<file path="config.mk">
export PLATFORM = sky130hd
export DESIGN_NAME = spi_baud_prescaler_search_core
export DESIGN_NICKNAME = d
export VERILOG_FILES = /design/src/rtl/sbps_pkg.sv /design/src/rtl/spi_baud_prescaler_search_core.sv /design/src/rtl/sbps_div_step.sv /design/src/rtl/sbps_select.sv
export SDC_FILE = /design/constraint.sdc
export NUM_CORES = 2
export LEC_CHECK = 0
export BUFFER_PORTS_ARGS = -buffer_cell sky130_fd_sc_hd__buf_2
export CAP_MARGIN = 25
export CORE_MARGIN = 2
export CORE_UTILIZATION = 55
export DETAILED_ROUTE_END_ITERATION = 7
export PLACE_DENSITY_LB_ADDON = 0.05
export SLEW_MARGIN = 20
export SYNTH_ARGS = -nofsm -noshare
export SYNTH_HDL_FRONTEND = slang
export SYNTH_SLANG_ARGS = --single-unit
</file>
<file path="constraint.sdc">
create_clock -name clk -period 7.6 [get_ports clk]
set_clock_uncertainty 0.2 [all_clocks]
set_input_delay 1.52 -clock clk [delete_from_list [all_inputs] [get_ports clk]]
set_output_delay 1.52 -clock clk [all_outputs]
set_load 0.02 [all_outputs]
</file>
<file path="src/rtl/sbps_pkg.sv">
`timescale 1ns / 1ps
// Shared types, constants and factor table for the SPI baud prescaler search.
// No dependencies; used by every module of the block.
package sbps_pkg;

	localparam int unsigned DIV_W       = 32;  // dividend and divisor width
	localparam int unsigned QUOT_W      = 18;  // quotient bits resolved by the divider
	localparam int unsigned NEED_W      = 19;  // rounded-up quotient, up to 2**18
	localparam int unsigned RATIO_W     = 18;  // largest product is 7 * 32768
	localparam int unsigned PRE_N       = 4;
	localparam int unsigned SCL_N       = 16;
	localparam int unsigned DIV_STAGES  = 9;   // two quotient bits per stage
	localparam int unsigned BUS_CLK_RST = 100000000;

	localparam logic [1:0] PRE_IDX_MAX = 2'd3;
	localparam logic [3:0] SCL_IDX_MAX = 4'd15;

	typedef struct packed {
		logic [DIV_W-1:0]  divisor;
		logic [DIV_W-1:0]  rem;
		logic [QUOT_W-1:0] low;   // dividend bits not yet shifted in
		logic [QUOT_W-1:0] quot;
		logic              ovf;   // quotient at least 2**18, or zero divisor
	} div_t;

	typedef struct packed {
		logic               ok;
		logic [1:0]         pidx;
		logic [3:0]         sidx;
		logic [RATIO_W-1:0] prod;
	} cand_t;

	typedef struct packed {
		logic [1:0]         prescale_index;
		logic [3:0]         scaler_index;
		logic [RATIO_W-1:0] achieved_ratio;
		logic               no_fit;
	} result_t;

	// scaler factors: 2,4,6,8 then 16..32768; prescaler factors: 2,3,5,7
	function automatic logic [RATIO_W-1:0] pair_product(input logic [3:0] s, input logic [1:0] p);
		logic [RATIO_W-1:0] scl;
		logic [RATIO_W-1:0] pre;
		if (s < 4'd4) begin
			scl = {13'd0, s, 1'b0} + 18'd2;
		end else begin
			scl = 18'd1 << s;
		end
		case (p)
			2'd0:    pre = 18'd2;
			2'd1:    pre = 18'd3;
			2'd2:    pre = 18'd5;
			default: pre = 18'd7;
		endcase
		return scl * pre;
	endfunction

	// a holds the lower scaler index, so it wins ties
	function automatic cand_t pick(input cand_t a, input cand_t b);
		if (b.ok && (!a.ok || (b.prod < a.prod))) begin
			return b;
		end
		return a;
	endfunction

endpackage

</file>
<file path="src/rtl/spi_baud_prescaler_search_core.sv">
`timescale 1ns / 1ps
// SPI baud prescaler search, top level. The pipeline has one capture stage, nine
// divider stages of two quotient bits each and three selection stages. One transfer
// per cycle is sustained while the output is not stalled; any stage that is empty
// takes a new item even while the output is stalled.
// Reset clears all stage valid bits and loads bus_clock_q with 100000000.
// Depends on sbps_pkg, sbps_div_step, sbps_select.
module spi_baud_prescaler_search_core (
	input  logic        clk,
	input  logic        arst_n,
	input  logic        cfg_write,
	input  logic [31:0] cfg_data,
	input  logic        target_valid,
	output logic        target_stall,
	input  logic [31:0] target_hz,
	output logic        result_valid,
	input  logic        result_stall,
	output logic [1:0]  prescale_index,
	output logic [3:0]  scaler_index,
	output logic [17:0] achieved_ratio,
	output logic        no_fit
);

	localparam int unsigned NDIV = sbps_pkg::DIV_STAGES;
	localparam int unsigned NST  = NDIV + 4;   // capture + divider + three select

	logic [31:0]       bus_clock_q;
	logic [NST-1:0]    vld_s;
	logic [NST-1:0]    adv;
	sbps_pkg::div_t    div_s [NDIV+1];
	sbps_pkg::div_t    cap;
	sbps_pkg::result_t res;

	always_ff @(posedge clk or negedge arst_n) begin
		if (!arst_n) begin
			bus_clock_q <= 32'(sbps_pkg::BUS_CLK_RST);
		end else if (cfg_write) begin
			bus_clock_q <= cfg_data;
		end
	end

	// a stage advances when it is empty or its successor advances
	always_comb begin
		adv[NST-1] = !vld_s[NST-1] || !result_stall;
		for (int i = NST - 2; i >= 0; i--) begin
			adv[i] = !vld_s[i] || adv[i+1];
		end
	end

	assign target_stall = !adv[0];

	always_ff @(posedge clk or negedge arst_n) begin
		if (!arst_n) begin
			vld_s <= '0;
		end else begin
			if (adv[0]) begin
				vld_s[0] <= target_valid;
			end
			for (int i = 1; i < NST; i++) begin
				if (adv[i]) begin
					vld_s[i] <= vld_s[i-1];
				end
			end
		end
	end

	// top 14 dividend bits below the divisor means no subtraction there yet
	always_comb begin
		cap.divisor = target_hz;
		cap.rem     = {18'd0, bus_clock_q[31:18]};
		cap.low     = bus_clock_q[17:0];
		cap.quot    = '0;
		cap.ovf     = ({18'd0, bus_clock_q[31:18]} >= target_hz);
	end

	always_ff @(posedge clk) begin
		if (adv[0]) begin
			div_s[0] <= cap;
		end
	end

	for (genvar j = 0; j < NDIV; j++) begin : g_div
		sbps_div_step u_step (
			.clk (clk),
			.en  (adv[j+1]),
			.d   (div_s[j]),
			.q   (div_s[j+1])
		);
	end

	sbps_select u_select (
		.clk (clk),
		.en  (adv[NST-1:NST-3]),
		.d   (div_s[NDIV]),
		.res (res)
	);

	assign result_valid   = vld_s[NST-1];
	assign prescale_index = res.prescale_index;
	assign scaler_index   = res.scaler_index;
	assign achieved_ratio = res.achieved_ratio;
	assign no_fit         = res.no_fit;

endmodule

</file>
<file path="src/rtl/sbps_div_step.sv">
`timescale 1ns / 1ps
// One registered stage of the restoring divider: resolves two quotient bits.
// Depends on sbps_pkg.
module sbps_div_step (
	input  logic          clk,
	input  logic          en,
	input  sbps_pkg::div_t d,
	output sbps_pkg::div_t q
);

	sbps_pkg::div_t nxt;

	always_comb begin
		logic [sbps_pkg::DIV_W:0] r;
		logic                     qb;
		nxt = d;
		for (int k = 0; k < 2; k++) begin
			r = {nxt.rem, nxt.low[sbps_pkg::QUOT_W-1]};
			nxt.low = {nxt.low[sbps_pkg::QUOT_W-2:0], 1'b0};
			if (r >= {1'b0, nxt.divisor}) begin
				r  = r - {1'b0, nxt.divisor};
				qb = 1'b1;
			end else begin
				qb = 1'b0;
			end
			nxt.rem  = r[sbps_pkg::DIV_W-1:0];
			nxt.quot = {nxt.quot[sbps_pkg::QUOT_W-2:0], qb};
		end
	end

	always_ff @(posedge clk) begin
		if (en) begin
			q <= nxt;
		end
	end

endmodule

</file>
<file path="src/rtl/sbps_select.sv">
`timescale 1ns / 1ps
// Three-stage pair selection: fit compare, per-scaler pick with partial min,
// final min and result formatting. Depends on sbps_pkg.
module sbps_select (
	input  logic             clk,
	input  logic [2:0]       en,
	input  sbps_pkg::div_t   d,
	output sbps_pkg::result_t res
);

	localparam int unsigned SN = sbps_pkg::SCL_N;
	localparam int unsigned PN = sbps_pkg::PRE_N;

	logic [SN-1:0][PN-1:0] fit_s1;
	sbps_pkg::cand_t       cand   [SN];
	sbps_pkg::cand_t       lvl1   [SN/2];
	sbps_pkg::cand_t       part_s2[SN/4];
	sbps_pkg::cand_t       lvl3   [2];
	sbps_pkg::cand_t       best;
	logic [sbps_pkg::NEED_W-1:0] need;

	// ceiling of the quotient
	assign need = {1'b0, d.quot} + {{(sbps_pkg::NEED_W-1){1'b0}}, |d.rem};

	always_ff @(posedge clk) begin
		if (en[0]) begin
			for (int s = 0; s < SN; s++) begin
				for (int p = 0; p < PN; p++) begin
					fit_s1[s][p] <= !d.ovf &&
						(need <= {1'b0, sbps_pkg::pair_product(4'(s), 2'(p))});
				end
			end
		end
	end

	// first fitting prescaler per scaler: scan down so the lowest index wins
	always_comb begin
		for (int s = 0; s < SN; s++) begin
			cand[s].ok   = 1'b0;
			cand[s].pidx = sbps_pkg::PRE_IDX_MAX;
			cand[s].sidx = 4'(s);
			cand[s].prod = '0;
			for (int p = PN - 1; p >= 0; p--) begin
				if (fit_s1[s][p]) begin
					cand[s].ok   = 1'b1;
					cand[s].pidx = 2'(p);
					cand[s].prod = sbps_pkg::pair_product(4'(s), 2'(p));
				end
			end
		end
		for (int i = 0; i < SN / 2; i++) begin
			lvl1[i] = sbps_pkg::pick(cand[2*i], cand[2*i+1]);
		end
	end

	always_ff @(posedge clk) begin
		if (en[1]) begin
			for (int i = 0; i < SN / 4; i++) begin
				part_s2[i] <= sbps_pkg::pick(lvl1[2*i], lvl1[2*i+1]);
			end
		end
	end

	always_comb begin
		lvl3[0] = sbps_pkg::pick(part_s2[0], part_s2[1]);
		lvl3[1] = sbps_pkg::pick(part_s2[2], part_s2[3]);
		best    = sbps_pkg::pick(lvl3[0], lvl3[1]);
	end

	always_ff @(posedge clk) begin
		if (en[2]) begin
			if (best.ok) begin
				res.prescale_index <= best.pidx;
				res.scaler_index   <= best.sidx;
				res.achieved_ratio <= best.prod;
				res.no_fit         <= 1'b0;
			end else begin
				res.prescale_index <= sbps_pkg::PRE_IDX_MAX;
				res.scaler_index   <= sbps_pkg::SCL_IDX_MAX;
				res.achieved_ratio <= '0;
				res.no_fit         <= 1'b1;
			end
		end
	end

endmodule

</file>
==> impl_results.html <==
<table>
<tr><th>Metric</th><th>Value</th></tr>
<tr><th colspan="2">Worst setup path</th></tr>
<tr><td>Worst-path fanout max</td><td>31</td></tr>
<tr><td>Kind of start point of the critical path</td><td>register</td></tr>
<tr><td>Instance count on the critical path</td><td>22</td></tr>
<tr><td>Worst path slowest cell</td><td>a2111oi_1</td></tr>
<tr><td>Data arrival time of the worst path</td><td>7.48 ns</td></tr>
<tr><td>Critical path's largest stage delay</td><td>0.99 ns</td></tr>
<tr><td>Required time at the worst-slack endpoint</td><td>between 7 and 8 ns</td></tr>
<tr><td>Top Family by Delay on Critical Path</td><td>compound AO/OA/AOI/OAI gates</td></tr>
<tr><td>Critical Path End Type</td><td>register</td></tr>
<tr><td>Cell depth of the worst flop-to-flop path</td><td>22</td></tr>
<tr><td>Startpoint-to-endpoint class of the critical path</td><td>reg -&gt; reg</td></tr>
<tr><td>CP Buf/Inv Count</td><td>2</td></tr>
<tr><td>Cell Chain, Critical Path</td><td>inv_1 -&gt; ha_1 -&gt; nand3_1 -&gt; nor4_1 -&gt; nand3_1 -&gt; nor2_1 -&gt; a2111oi_1 -&gt; o21ai_4 -&gt; a21oi_1 -&gt; ha_1 -&gt; nor2b_1 -&gt; o31a_1 -&gt; o31a_1 -&gt; o221a_2 -&gt; a221o_1 -&gt; a21oi_1 -&gt; nor2b_1 -&gt; o21ai_0 -&gt; a21boi_1 -&gt; nor3_4 -&gt; buf_12 -&gt; mux2_1</td></tr>
<tr><th colspan="2">Power</th></tr>
<tr><td>Power share of the sequential group</td><td>a little under a quarter</td></tr>
<tr><td>Total internal power</td><td>22.0 mW</td></tr>
<tr><td>Sw Share</td><td>44.3%</td></tr>
<tr><td>Design Power</td><td>around 39 mW</td></tr>
<tr><td>Leak</td><td>32.0 nW</td></tr>
<tr><td>PwrDens</td><td>531 mW/mm²</td></tr>
<tr><td>Maximum resistive drop on vdd</td><td>477 µV</td></tr>
<tr><td>Clock power frac</td><td>between 10% and 20%</td></tr>
<tr><td>Switching Power</td><td>17.5 mW</td></tr>
<tr><td>Comb power frac</td><td>between 60 and 70%</td></tr>
<tr><th colspan="2">Yosys</th></tr>
<tr><td>Count of mapped cells out of synthesis</td><td>6,794</td></tr>
<tr><td>Post-Synthesis Net Count</td><td>around 7,500</td></tr>
<tr><td>Mean post-synth cell area</td><td>~10 µm²</td></tr>
<tr><td>Synth Flop Type</td><td>edfxtp_1</td></tr>
<tr><td>Post-synth EDFFs</td><td>910</td></tr>
<tr><td>Part of the Yosys area used for sequential elements</td><td>41.9%</td></tr>
<tr><td>Synth Cell Area</td><td>0.0680 mm²</td></tr>
<tr><td>Number of warnings reported in the yosys synthesis log</td><td>0</td></tr>
<tr><td>Share of flip-flops with an asynchronous set or reset after synthesis</td><td>under 10%</td></tr>
<tr><td>Register bit count reported by yosys</td><td>955</td></tr>
<tr><td>Number of distinct standard cells referenced by the synthesized netlist</td><td>about 110</td></tr>
<tr><th colspan="2">STA</th></tr>
<tr><td>Period utilisation layout</td><td>between 90 and 100%</td></tr>
<tr><td>Pins over their slew limit</td><td>0</td></tr>
<tr><td>Total count of hold-check failures in the final report</td><td>0</td></tr>
<tr><td>Actual slew at the worst max-slew pin</td><td>~1.1 ns</td></tr>
<tr><td>Final hold slack</td><td>0.208 ns</td></tr>
<tr><td>FMAX</td><td>0.138 GHz</td></tr>
<tr><td>Number of setup violations in the final report</td><td>0</td></tr>
<tr><td>Slew Limit Headroom</td><td>24.4%</td></tr>
<tr><td>Sum of negative setup slack</td><td>0 ns</td></tr>
<tr><td>Final period demand of the worst path</td><td>7.22 ns</td></tr>
<tr><td>Setup repair after global routing missed its margin</td><td>no</td></tr>
<tr><th colspan="2">Clock tree</th></tr>
<tr><td>Clock tree root driver cell</td><td>clkbuf_16</td></tr>
<tr><td>CTS sink count</td><td>~960</td></tr>
<tr><td>Max Buffers Root-to-Sink</td><td>3</td></tr>
<tr><td>Number of buffers inserted by hold repair at cts</td><td>0</td></tr>
<tr><td>H-tree depth reported by CTS</td><td>3</td></tr>
<tr><td>Clock latency on the worst-skew pair</td><td>0.74 ns</td></tr>
<tr><td>Worst-path clk slew</td><td>about 0.060 ns</td></tr>
<tr><td>Number of buffers created by CTS</td><td>105</td></tr>
<tr><td>Clock tree from TritonCTS</td><td>done</td></tr>
<tr><th colspan="2">Routing</th></tr>
<tr><td>Number of remaining DRC errors</td><td>0</td></tr>
<tr><td>Routed wire length per instance</td><td>21.8 µm</td></tr>
<tr><td>Total Routed Length</td><td>approximately 190,000 µm</td></tr>
<tr><td>Post-detailed-route via-to-cell ratio</td><td>6.06</td></tr>
<tr><td>Antenna Nets Post-Route</td><td>0</td></tr>
<tr><td>Drt first pass iters</td><td>6</td></tr>
<tr><td>Initial DRC count</td><td>between 4,000 and 5,000</td></tr>
<tr><td>Total vias in the final route</td><td>52,287</td></tr>
<tr><th colspan="2">Status</th></tr>
<tr><td>Outcome</td><td>finished clean</td></tr>
<tr><th colspan="2">Finish</th></tr>
<tr><td>Fraction of layout instances using a drive strength above 1</td><td>around a tenth</td></tr>
<tr><td>Filler cell count in the final layout</td><td>between 10,000 and 15,000</td></tr>
<tr><td>Non-Filler Instances</td><td>approximately 8,600</td></tr>
<tr><td>Net count, final</td><td>7,611</td></tr>
<tr><td>Sequential Area</td><td>approximately 0.028 mm²</td></tr>
<tr><td>Area occupied by multi-input gates</td><td>0.0370 mm²</td></tr>
<tr><td>Syn-to-layout area delta</td><td>9.23%</td></tr>
<tr><th colspan="2">Global route</th></tr>
<tr><td>Wire length of the first global-routing pass</td><td>286,000 µm</td></tr>
<tr><td>Maximum number of pins on one net before global-route repair</td><td>between 70 and 80</td></tr>
<tr><td>Final global-route overflow total</td><td>0</td></tr>
<tr><td>Via count of the first global-routing pass</td><td>49,621</td></tr>
<tr><td>Antenna violations before repair</td><td>5</td></tr>
<tr><td>Global-route usage over all layers</td><td>29.1%</td></tr>
<tr><th colspan="2">Placed design</th></tr>
<tr><td>Final weighted congestion of routability-driven global placement</td><td>0.994</td></tr>
<tr><td>Count of input and output buffers</td><td>94</td></tr>
<tr><td>Detailed placement HPWL</td><td>approximately 150,000 µm</td></tr>
<tr><td>Placed instance count</td><td>8,432</td></tr>
<tr><th colspan="2">Floorplanning</th></tr>
<tr><td>Row cnt</td><td>128</td></tr>
<tr><td>Y dimension of the die</td><td>356 µm</td></tr>
<tr><td>Core box area</td><td>around 0.12 mm²</td></tr>
<tr><td>Floorplan die area</td><td>0.126 mm²</td></tr>
<tr><td>Initial core utilization</td><td>55.6%</td></tr>
<tr><td>DIE WIDTH</td><td>356 µm</td></tr>
<tr><td># IOs</td><td>96</td></tr>
<tr><th colspan="2">Flow run</th></tr>
<tr><td>Reported max-cap violation count</td><td>0</td></tr>
<tr><th colspan="2">Worst hold path</th></tr>
<tr><td>Type of the worst min-delay path</td><td>reg -&gt; reg</td></tr>
<tr><td>Number of cells traversed by the worst hold path</td><td>0</td></tr>
</table>
-- path summary, 6_finish.rpt --
path	from	endpoint	slack [ns]
max in group asynchronous	arst_n	vld_s[12]	5.87
hold / removal	g_div[2].u_step.q[27]	g_div[3].u_step.q[29]	0.21
hold reg to reg	g_div[2].u_step.q[27]	g_div[3].u_step.q[29]	0.21
setup / recovery	g_div[6].u_step.q[100]	g_div[7].u_step.q[53]	0.38
setup reg to reg	g_div[6].u_step.q[100]	g_div[7].u_step.q[53]	0.38
min in group asynchronous	arst_n	bus_clock_q[12]	0.74
-- power by group through the flow --
stage          registers [mW]  clock network [mW]  logic [mW]
3_5_place_dp             9.51                   0        24.2
6_report                 9.41                5.34        24.7
3_3_place_gp             9.50                   0        24.0
5_1_grt                  9.53                5.65        27.3
4_1_cts                  9.41                5.45        24.4
2_1_floorplan            8.93                   0        18.7
-- cells by family (layout without fill, tap and decap cells) --
group | Yosys count | in the layout | share of synthesized area, %
XOR/XNOR | 505 | 505 | 6.51
multiplexers | 357 | 357 | 5.86
flip-flops | 955 | 955 | 41.9
adder cells (fa/ha/maj) | 625 | 625 | 11.7
other | 1 | 4 | 0.00552
buffers and inverters | 673 | 883 | 3.85
AO/OA/AOI/OAI | 1940 | 1941 | 18.1
AND/OR/NAND/NOR | 1738 | 1738 | 12.1
-- synth_stat cells, types with 136 or more instances --
cell type,instances,area (µm²)
o21ai_0,372,1860
nand2_1,427,1600
xor2_1,155,1360
nand3_1,136,681
a21o_1,289,2170
nor2_1,565,2120
inv_1,513,1930
ha_1,607,7590
xnor2_1,350,3070
edfxtp_1,910,27300
a21oi_1,654,3270
mux2_2,276,3110
-- worst reg2reg max path: stages (launching register included) --
cell       delay, ns
edfxtp_1        0.48
inv_1           0.12
ha_1            0.34
nand3_1         0.24
nor4_1          0.14
nand3_1         0.10
nor2_1          0.06
a2111oi_1       0.99
o21ai_4         0.39
a21oi_1         0.45
ha_1            0.35
nor2b_1         0.17
o31a_1          0.26
o31a_1          0.29
o221a_2         0.32
a221o_1         0.34
a21oi_1         0.24
nor2b_1         0.07
o21ai_0         0.22
a21boi_1        0.25
nor3_4          0.29
buf_12          0.23
mux2_1          0.40
-- routing by layer --
layer,wire length (µm),global-route usage [%],vias to the layer above
met1,79900,37.6,25018
li1,-,-,25449
met3,9080,3.02,311
met5,0,0,-
met4,6640,10.4,0
met2,92300,50.7,1509
-- registers in the layout (all words and copies together) (netlist names) --
| signal | cells |
|---|---|
| bus_clock_q | 32 |
| div_s | 65 |
| vld_s | 13 |
| u_select.res | 24 |
| g_div.u_step.q | 715 |
| u_select.part_s2 | 43 |
| u_select.fit_s1 | 63 |
-- timing repair --
| action | 4_1_cts | 5_1_grt |
|---|---|---|
| gates resized for setup | 0 | 5 |
| setup buffers | 0 | 0 |
| setup endpoints to repair | 0 | 64 |
-- layout make-up --
| cell class | count | share of cell area (%) |
|---|---|---|
| multi-input cells | 5167 | 49.9 |
| flip-flops and latches | 955 | 38.3 |
| clock buffers | 135 | 3.80 |
| well taps | 1625 | 2.74 |
| inverters | 518 | 2.63 |
| repair buffers | 170 | 1.55 |
| clock inverters | 60 | 1.08 |
| diodes | 3 | 0.0101 |
-- placed cells by master (no fill, tap or decap), types with 276 or more instances in the layout --
master and n:
nand2_1 423, mux2_2 276, xnor2_1 350, a21oi_1 653, nor2_1 564, a21o_1 289
ha_1 607, inv_1 507, o21ai_0 370, edfxtp_1 910
-- per-stage QoR --
| step | setup slack [ns] | utilization (%) | instance area (µm²) |
|---|---|---|---|
| after floorplan | 0.113 | - | 68000 |
| after global placement | 0.577 | 57.7 | 70600 |
| after detailed placement | 0.497 | 57.7 | 70600 |
| after CTS | 0.454 | 60.7 | 74200 |
| after global routing | 0.0134 | 60.8 | 74200 |
| final | 0.379 | 60.8 | 74300 |
Power figures use the tool's default switching activity.
